$ cat config.mk
export PLATFORM = sky130hd
export DESIGN_NAME = compression_sensor_moving_average
export DESIGN_NICKNAME = d
export VERILOG_FILES = /design/src/rtl/csma_pkg.sv /design/src/rtl/csma_cond.sv /design/src/rtl/csma_window.sv /design/src/rtl/compression_sensor_moving_average.sv
export SDC_FILE = /design/constraint.sdc
export NUM_CORES = 1
export LEC_CHECK = 0
export ABC_AREA = 1
export BUFFER_PORTS_ARGS = -buffer_cell sky130_fd_sc_hd__clkbuf_2
export CORE_ASPECT_RATIO = 0.7
export CORE_MARGIN = 2
export CORE_UTILIZATION = 40
export DETAILED_ROUTE_END_ITERATION = 12
export PLACE_DENSITY = 0.62
export SLEW_MARGIN = 20
export SYNTH_ARGS = -nofsm -noshare
export SYNTH_HDL_FRONTEND = slang
export SYNTH_HIERARCHICAL = 1
export SYNTH_SLANG_ARGS = --single-unit
$ cat constraint.sdc
create_clock -name clk -period 7 [get_ports clk]
set_input_delay 0.7 -clock clk [delete_from_list [all_inputs] [get_ports clk]]
set_output_delay 0.7 -clock clk [all_outputs]
set_load 0.01 [all_outputs]
$ cat src/rtl/csma_pkg.sv
// csma_pkg: shared widths, register indexes and the configuration struct
// for the compression sensor moving average block; no dependencies
package csma_pkg;

  localparam int RAW_W         = 10;
  localparam int GAIN_W        = 7;
  localparam int DEPTH_W       = 16;
  localparam int CFG_IDX_W     = 3;
  localparam int CFG_DATA_W    = 16;
  localparam int WINDOW_LEN_DF = 8;

  localparam logic [RAW_W-1:0] FULL_SCALE = 10'd1023;

  localparam logic [CFG_IDX_W-1:0] REG_PRESSED_THRESHOLD = 3'd0;
  localparam logic [CFG_IDX_W-1:0] REG_GAIN              = 3'd1;
  localparam logic [CFG_IDX_W-1:0] REG_RANGE_CAP         = 3'd2;
  localparam logic [CFG_IDX_W-1:0] REG_DEAD_ZONE         = 3'd3;

  localparam logic [RAW_W-1:0]   PRESSED_THRESHOLD_RST = 10'd1023;
  localparam logic [GAIN_W-1:0]  GAIN_RST              = 7'd1;
  localparam logic [DEPTH_W-1:0] RANGE_CAP_RST         = 16'd1023;
  localparam logic [DEPTH_W-1:0] DEAD_ZONE_RST         = 16'd0;

  typedef struct packed {
    logic [RAW_W-1:0]   pressed_threshold;
    logic [GAIN_W-1:0]  gain;
    logic [DEPTH_W-1:0] range_cap;
    logic [DEPTH_W-1:0] dead_zone;
  } cfg_t;

endpackage

$ cat src/rtl/csma_cond.sv
// csma_cond: per-sample conditioning (threshold, inversion, gain, cap, dead zone)
// depends on csma_pkg
module csma_cond (
  input  csma_pkg::cfg_t                cfg,
  input  logic [csma_pkg::RAW_W-1:0]    raw,
  output logic [csma_pkg::DEPTH_W-1:0]  cond
);
  import csma_pkg::*;

  localparam int PROD_W = RAW_W + GAIN_W;

  logic [RAW_W-1:0]  inv;
  logic [PROD_W-1:0] prod;

  assign inv  = FULL_SCALE - raw;
  assign prod = PROD_W'(inv) * PROD_W'(cfg.gain);

  always_comb begin
    if (raw > cfg.pressed_threshold) begin
      cond = '0;
    end else if (prod > PROD_W'(cfg.range_cap)) begin
      cond = cfg.range_cap;
    end else if (prod <= PROD_W'(cfg.dead_zone)) begin
      cond = '0;
    end else begin
      cond = prod[DEPTH_W-1:0];
    end
  end

endmodule

$ cat src/rtl/csma_window.sv
// csma_window: shift line of conditioned samples with a running window sum
// depends on csma_pkg
module csma_window #(
  parameter int WINDOW_LEN = csma_pkg::WINDOW_LEN_DF,
  parameter int SUM_W      = csma_pkg::DEPTH_W + $clog2(WINDOW_LEN)
) (
  input  logic                         clk,
  input  logic                         rst_n,
  input  logic                         shift_en,
  input  logic [csma_pkg::DEPTH_W-1:0] din,
  output logic [SUM_W-1:0]             sum
);
  import csma_pkg::*;

  logic [DEPTH_W-1:0] taps_r [WINDOW_LEN];
  logic [SUM_W-1:0]   sum_r;
  logic [SUM_W-1:0]   sum_nxt;

  assign sum_nxt = sum_r + SUM_W'(din) - SUM_W'(taps_r[WINDOW_LEN-1]);
  assign sum     = sum_r;

  always_ff @(posedge clk) begin
    if (!rst_n) begin
      sum_r <= '0;
      for (int i = 0; i < WINDOW_LEN; i++) begin
        taps_r[i] <= '0;
      end
    end else if (shift_en) begin
      sum_r     <= sum_nxt;
      taps_r[0] <= din;
      for (int i = 1; i < WINDOW_LEN; i++) begin
        taps_r[i] <= taps_r[i-1];
      end
    end
  end

endmodule

$ cat src/rtl/compression_sensor_moving_average.sv
// compression_sensor_moving_average: top level, config registers, five-stage pipeline
// depends on csma_pkg, csma_cond, csma_window
//
//  channel | dir | handshake          | payload
//  in_     | in  | in_valid/in_stall   | in_raw_sample[9:0]
//  out_    | out | out_valid/out_stall | out_average_depth[15:0]
//  cfg_    | in  | cfg_valid/cfg_ready | cfg_index[2:0], cfg_data[15:0]
//
// one transaction per cycle while out_stall is low; out_valid is v4_r, the output stage
// stages: input reg, conditioned sample, window sum, reciprocal product, output reg
// the window mean uses a constant reciprocal multiply, set by WINDOW_LEN
// synchronous reset clears the window, sum and valid bits and loads config reset values
// a stalled output holds; bubbles collapse, so in_stall rises only when all stages are full
module compression_sensor_moving_average #(
  parameter int WINDOW_LEN = csma_pkg::WINDOW_LEN_DF
) (
  input  logic                            clk,
  input  logic                            rst_n,
  input  logic                            in_valid,
  output logic                            in_stall,
  input  logic [csma_pkg::RAW_W-1:0]      in_raw_sample,
  output logic                            out_valid,
  input  logic                            out_stall,
  output logic [csma_pkg::DEPTH_W-1:0]    out_average_depth,
  input  logic                            cfg_valid,
  output logic                            cfg_ready,
  input  logic [csma_pkg::CFG_IDX_W-1:0]  cfg_index,
  input  logic [csma_pkg::CFG_DATA_W-1:0] cfg_data
);
  import csma_pkg::*;

  localparam int LEN_W = $clog2(WINDOW_LEN);
  localparam int SUM_W = DEPTH_W + LEN_W;
  localparam int SHF   = SUM_W + LEN_W;
  localparam int M_W   = SHF + 1;
  localparam int P_W   = SUM_W + M_W;
  localparam logic [M_W-1:0] RECIP =
    M_W'(((64'd1 << SHF) + 64'(WINDOW_LEN) - 64'd1) / 64'(WINDOW_LEN));
  localparam logic [SUM_W-1:0] MAX_SUM = SUM_W'(WINDOW_LEN * 65535);

  cfg_t cfg_r;

  logic               v0_r, v1_r, v2_r, v3_r, v4_r;
  logic               rdy0, rdy1, rdy2, rdy3, rdy4;
  logic [RAW_W-1:0]   raw_r;
  logic [DEPTH_W-1:0] cond;
  logic [DEPTH_W-1:0] cond_r;
  logic [SUM_W-1:0]   sum;
  logic [P_W-1:0]     prod_r;
  logic [DEPTH_W-1:0] mean;
  logic [DEPTH_W-1:0] avg_r;

  // configuration
  assign cfg_ready = 1'b1;

  always_ff @(posedge clk) begin
    if (!rst_n) begin
      cfg_r.pressed_threshold <= PRESSED_THRESHOLD_RST;
      cfg_r.gain              <= GAIN_RST;
      cfg_r.range_cap         <= RANGE_CAP_RST;
      cfg_r.dead_zone         <= DEAD_ZONE_RST;
    end else if (cfg_valid && cfg_ready) begin
      case (cfg_index)
        REG_PRESSED_THRESHOLD: cfg_r.pressed_threshold <= cfg_data[RAW_W-1:0];
        REG_GAIN:              cfg_r.gain              <= cfg_data[GAIN_W-1:0];
        REG_RANGE_CAP:         cfg_r.range_cap         <= cfg_data[DEPTH_W-1:0];
        REG_DEAD_ZONE:         cfg_r.dead_zone         <= cfg_data[DEPTH_W-1:0];
        default: ;
      endcase
    end
  end

  // stage flow control
  assign rdy4     = !v4_r || !out_stall;
  assign rdy3     = !v3_r || rdy4;
  assign rdy2     = !v2_r || rdy3;
  assign rdy1     = !v1_r || rdy2;
  assign rdy0     = !v0_r || rdy1;
  assign in_stall = !rdy0;

  always_ff @(posedge clk) begin
    if (!rst_n) begin
      v0_r <= 1'b0;
      v1_r <= 1'b0;
      v2_r <= 1'b0;
      v3_r <= 1'b0;
      v4_r <= 1'b0;
    end else begin
      if (rdy0) begin
        v0_r <= in_valid;
      end
      if (rdy1) begin
        v1_r <= v0_r;
      end
      if (rdy2) begin
        v2_r <= v1_r;
      end
      if (rdy3) begin
        v3_r <= v2_r;
      end
      if (rdy4) begin
        v4_r <= v3_r;
      end
    end
  end

  csma_cond u_cond (
    .cfg  (cfg_r),
    .raw  (raw_r),
    .cond (cond)
  );

  csma_window #(
    .WINDOW_LEN (WINDOW_LEN),
    .SUM_W      (SUM_W)
  ) u_window (
    .clk      (clk),
    .rst_n    (rst_n),
    .shift_en (v1_r && rdy2),
    .din      (cond_r),
    .sum      (sum)
  );

  assign mean = prod_r[SHF +: DEPTH_W];

  always_ff @(posedge clk) begin
    if (rdy0 && in_valid) begin
      raw_r <= in_raw_sample;
    end
    if (rdy1 && v0_r) begin
      cond_r <= cond;
    end
    if (rdy3 && v2_r) begin
      prod_r <= P_W'(sum) * P_W'(RECIP);
    end
    if (rdy4 && v3_r) begin
      avg_r <= (mean <= cfg_r.dead_zone) ? '0 : mean;
    end
  end

  assign out_valid         = v4_r;
  assign out_average_depth = avg_r;

  // checks
  a_sum_bound: assert property (@(posedge clk) disable iff (!rst_n)
    sum <= MAX_SUM)
    else $error("window sum above its bound");

  a_accept_loads: assert property (@(posedge clk) disable iff (!rst_n)
    (in_valid && !in_stall) |=> v0_r)
    else $error("accepted transaction not held in input stage");

  a_stall_full: assert property (@(posedge clk) disable iff (!rst_n)
    in_stall |-> (v0_r && v1_r && v2_r && v3_r && v4_r && out_stall))
    else $error("input stalled with room in the pipeline");

  a_reset_empty: assert property (@(posedge clk)
    !rst_n |=> !out_valid)
    else $error("output valid right after reset");

endmodule
## Word level (Yosys, flattened, before mapping)

Memory sizes are Yosys's and may differ from the RTL's.
Index checks and enable logic that the tools add are counted.

| word-level totals | value |
|---|---|
| output and inout port bits | 19 |
| memories kept | 1 |
| bits of input ports | 34 |
| bits in registers | 134 |
| RAM bits | 128 |
| logic and storage cells | 70 |
| bits in latches | 0 |
| bits in read-only memories | 0 |

| cells by class | value |
|---|---|
| bitwise gates (word level) | 8 |
| shifts and indexed selects | 0 |
| add/subtract/negate cells | 3 |
| multiply operators | 1 |
| equality and inequality tests | 3 |
| order comparisons | 4 |
| muxes and demuxes | 14 |
| divide/modulo/power cells | 0 |
| reduce and logical (&&, ||, !) cells | 22 |

Memories:

| memory | depth | bits a word | read ports | clocked after Yosys merged registers in | wr ports | line | text |
|---|---|---|---|---|---|---|---|
| u_window.taps_r | 8 | 16 | 8 | 0 | 8 | csma_window.sv:15 | `logic [DEPTH_W-1:0] taps_r [WINDOW_LEN];` |

Operators with widths:

| kind | count |
|---|---|
| 2-to-1 mux 16 bit | 10 |
| adder 19 x 16 -> 19 bit | 1 |
| subtractor 19 x 16 -> 19 bit | 1 |
| greater-than comparator 17 x 16 -> 1 bit | 1 |
| <= comparator 17 x 16 -> 1 bit | 1 |
| multiplier 10 x 7 -> 17 bit | 1 |
| <= comparator 16 bit | 1 |
| greater-than comparator 10 bit | 1 |
| subtractor 10 bit, first input constant | 1 |
| bitwise OR 1 bit | 8 |
| AND reduction 2 bit | 4 |
| logical NOT 1 bit | 7 |
| == test 3 x 2 -> 1 bit, second input constant | 2 |
| logical AND 1 bit | 5 |
| logical OR 1 bit | 5 |
| 2-to-1 mux 1 bit | 4 |
| == test 3 x 1 -> 1 bit, second input constant | 1 |
| logical NOT 3 bit | 1 |

## Longest topological paths before layout

| logic depth | value |
|---|---|
| depth after elaboration | 9 |
| gate-level depth with buffers | 33 |
| gate-level depth less buffers | 33 |

## By module

The synthesis kept the hierarchy.

Modules (own cells, without submodules):

| module | cells each | seq. area each (um^2) | times used | area an instance (um^2) |
|---|---|---|---|---|
| csma_window | 725 | 4224.1 | 1 | 6984.2 |
| compression_sensor_moving_average | 396 | 2822.7 | 1 | 4240.3 |
| csma_cond | 533 | 0.0 | 1 | 3574.7 |

## Worst setup path before layout

OpenSTA, ideal clock, no wires.

| path | value |
|---|---|
| path type | register to register |
| start point | reg raw_r[1] |
| end point | reg cond_r[11], data pin |
| setup slack | 1342 ps |
| path buffers | 0 |
| period minus slack after synthesis | 5658 ps |
| setup time | 255 ps |
| data required time | 6745 ps |
| data arrival time | 5403 ps |
| stages on the path, launching flop included | 32 |
| cells stage by stage | edfxtp_1 or2_2 fa_1 fa_1 inv_1 fa_1 inv_1 fa_1 inv_1 ha_1 nand2_1 inv_1 nand4_1 nand2_1 nand3_1 o21ai_0 xor2_1 ha_1 nand2_1 inv_1 nand2_1 nand2_1 a21oi_1 nand2_1 nand2_1 nand2_1 nand2_1 nand2_1 nand2_1 nand2_1 a21oi_1 nor2_1 |

| between the ends | value |
|---|---|
| longest elaborated chain between the ends | 5 |
| elaborated cells on any way between the ends | 7 |
| classes of those cells | add/sub: 1; mul: 1; order compare: 3; mux: 2 |

RTL lines:

| what | line | text |
|---|---|---|
| from (decl) | compression_sensor_moving_average.sv:45 | `logic [RAW_W-1:0] raw_r;` |
| from (signal assigned) | compression_sensor_moving_average.sv:128 | `raw_r <= in_raw_sample;` |
| subtractor 10 bit | csma_cond.sv:15 | `assign inv = FULL_SCALE - raw;` |
| multiplier 10 x 7 -> 17 bit | csma_cond.sv:16 | `assign prod = PROD_W'(inv) * PROD_W'(cfg.gain);` |
| <= comparator 17 x 16 -> 1 bit | csma_cond.sv:23 | `end else if (prod <= PROD_W'(cfg.dead_zone)) begin` |
| 2-to-1 mux 16 bit | csma_cond.sv:23 |  |
| 2-to-1 mux 16 bit | csma_cond.sv:21 | `end else if (prod > PROD_W'(cfg.range_cap)) begin` |
| to (signal assigned) | compression_sensor_moving_average.sv:131 | `cond_r <= cond;` |
| to (decl) | compression_sensor_moving_average.sv:47 | `logic [DEPTH_W-1:0] cond_r;` |

Parallel ways exist; a longest one is shown, timed or not.
A chain may end at the register's enable or synchronous reset.

## Final worst setup path

| path | value |
|---|---|
| start point | reg cfg_r[37] (netlist bit) |
| end point | reg cond_r[1], data pin |

| between the ends | value |
|---|---|
| longest elaborated chain between the ends | 4 |
| elaborated cells on any way between the ends | 5 |
| classes of those cells | mul: 1; order compare: 2; mux: 2 |

RTL lines:

| what | line | text |
|---|---|---|
| from (decl) | compression_sensor_moving_average.sv:41 | `cfg_t cfg_r;` |
| multiplier 10 x 7 -> 17 bit (*) | csma_cond.sv:16 |  |
| <= comparator 17 x 16 -> 1 bit | csma_cond.sv:23 |  |
| 2-to-1 mux 16 bit | csma_cond.sv:23 |  |
| 2-to-1 mux 16 bit (*) | csma_cond.sv:21 |  |

Every way passes the cells marked *; elsewhere a longest branch is shown, timed or not.

==> reports/results.txt <==
status -> finished, final reports clean
clock tree sinks -> 259
Post-layout nets -> 1,910
synthesized instance count -> 1,654
Syn Std Cell Area -> 14,800 sq um
Non-Filler Instances -> 2,209
DPL Wire Length -> 25.9 mm
drt first pass iters -> 5
library cells used by synthesis -> 48
Slew HR -> 29.0%
global route overflow -> 0
Setup-failing EPs final -> 0
Die Span Y -> 165 um
number of global-route vias before repair -> 9,966
EDFF count, synth -> 186
CTS Buf Count -> 27
Area Growth Syn to Fin -> 11.3%
PD cells -> 262 nW/um^2
commonest non-fill, non-tap cell in the layout -> inv_1
initial antenna violation count -> 0
critical path capture point type -> flip-flop
CTS tree -> done
Worst Hold Class -> in -> reg
setup bufs post-CTS -> 0
Die W -> 234 um
Max stage delay cell, worst path -> fa_1
arrival time at the worst endpoint -> 6.83 ns
Max Cap Viol -> 0
Slew Viols, Final -> 0
Skew-Pair Late Insertion Delay -> 0.58 ns
most frequent cells in the layout -> 374 x inv_1, 278 x nand2_1, 239 x nor2_1
ANT cells -> 0
initial core utilization -> 40.9%
PostCTS Resize Cnt -> 0
wirelength, routed -> 34.2 mm
I/O Pins -> 53
fraction of layout cells with a size suffix above 1 -> 8.33%
Worst path max stage delay -> 0.54 ns
routed len/inst -> 15.5 um
FF+latch count, synth -> 259
largest fanout on the critical path -> 17
TNS Setup -> 0 ns
first-pass GRT wire length -> 54.6 mm
RSZ-0062 raised after global routing -> no
Row Count -> 58
initial DRC count -> 969
routed vias -> 10,617
most frequent CP cell -> nand2_1
warning count from the yosys run -> 6
via density per instance -> 4.81
Pleak -> 0.00806 uW
Post-Syn Area per Cell -> 8.95 sq um
Crit Path Class -> reg -> reg
type of origin of the critical path -> flip-flop
Root Driver -> clkbuf_16
DRC viols -> 0
fin crit share -> 91.9%
core box area -> 36,200 sq um
antenna violation net count after detailed routing -> 0
Hold Buf Count CTS -> 0
die area -> 38,600 sq um
gr usage total -> 18.4%
Clock Skew -> 0.0303 ns
Seq/Total Area, Yosys -> 47.6%
Top FF cell, synth -> edfxtp_1
H-tree Lvls -> 1
Reg clk slew, reported paths -> 0.06 ns
Placed Cells -> 2,160
Tmin final -> 6.43 ns
slew at the pin closest to its max-slew limit -> 1.06 ns
Layout fillers -> 3,473
Synth async-reset ratio -> 0%
syn nets -> 1,855
Max VDD drop -> 0.195 mV
Critical Path RT -> 7.40 ns
pin count of the biggest net entering global routing -> 103
final hold violations -> 0
FMAX -> 155 MHz
Clock Tree Buf Depth -> 3
number of port buffers -> 51
GPL Wtd Cong -> 0.917
cell type report:
type | instances | area, sq um | area share, %
flip-flops and latches | 259 | 7050 | 42.8
multi-input cells | 982 | 6170 | 37.4
inverters | 380 | 1430 | 8.69
clock buffers | 39 | 792 | 4.81
well taps | 480 | 601 | 3.65
repair buffers | 59 | 315 | 1.91
clock inverters | 10 | 121 | 0.737
sequential cells by signal, summed over array words and instances (netlist names), 10 cells and up:
name	flops
u_window/taps_r	128
cfg_r	49
u_window/sum	19
cond_r	16
out_average_depth	16
prod_r	16
raw_r	10
through the flow:
stage | instance area (sq um) | hold WS, ns | setup slack, ns | power (uW) | utilization, %
after floorplan | 14800 | 0.408 | 1.34 | 2580 | -
after CTS | 16500 | 0.305 | 0.524 | 4340 | 45.5
final | 16500 | 0.326 | 0.567 | 4310 | 45.5
after global placement | 15500 | 0.414 | 0.617 | 2830 | 42.9
after detailed placement | 15500 | 0.422 | 0.568 | 2840 | 42.9
after global routing | 16500 | 0.313 | 0.109 | 4580 | 45.5
final timing paths:
kind,from,to,slack [ns],cells after the start
worst max-delay path,cfg_r[37],cond_r[1],0.57,29
worst min-delay path,in_raw_sample[2],raw_r[2],0.33,1
worst max register to register,cfg_r[37],cond_r[1],0.57,29
worst min register to register,u_window/sum[8],prod_r[27],0.42,0
worst max-delay path, delay by kind of cell, from the launching register on:
family | cells | cell delay (ns)
AND/OR/NAND/NOR | 13 | 1.56
AO/OA/AOI/OAI | 3 | 0.70
adder cells (fa/ha/maj) | 6 | 2.72
XOR/XNOR | 1 | 0.30
flip-flops | 1 | 0.37
buffers and inverters | 6 | 0.57
kinds of logic (layout without fill, tap and decap cells):
logic type / count (synthesis) / after routing / share of synthesized area, %
AO/OA/AOI/OAI: 174 / 174 / 6.19
AND/OR/NAND/NOR: 626 / 626 / 17.6
XOR/XNOR: 14 / 14 / 0.828
adder cells (fa/ha/maj): 167 / 167 / 16.9
flip-flops: 259 / 259 / 47.6
buffers and inverters: 413 / 488 / 10.9
other: 1 / 1 / 0.0253
synth_stat cells (11+ instances only):
master,n,area share (%)
inv_1,375,9.5
nand2_1,279,7.1
nor2_1,239,6.1
edfxtp_1,186,38
ha_1,112,9.5
a21oi_1,86,2.9
dfxtp_1,73,9.9
nand3_1,60,2.0
o21ai_0,59,2.0
fa_1,55,7.4
buf_2,16,0.54
o21ai_1,11,0.37
metal layers:
layer,share of wire [%],global-route usage (%),vias up
met1,54,30.0,4988
met3,7.0,3.64,42
met2,38,24.8,289
met5,0,0,-
li1,-,-,5298
met4,1.8,3.48,0
power by group:
part,switching (uW),internal [uW]
clock,624,862
combinational,682,333
sequential,51.9,1760
total,1360,2950
(Power assumes the default switching activity.)
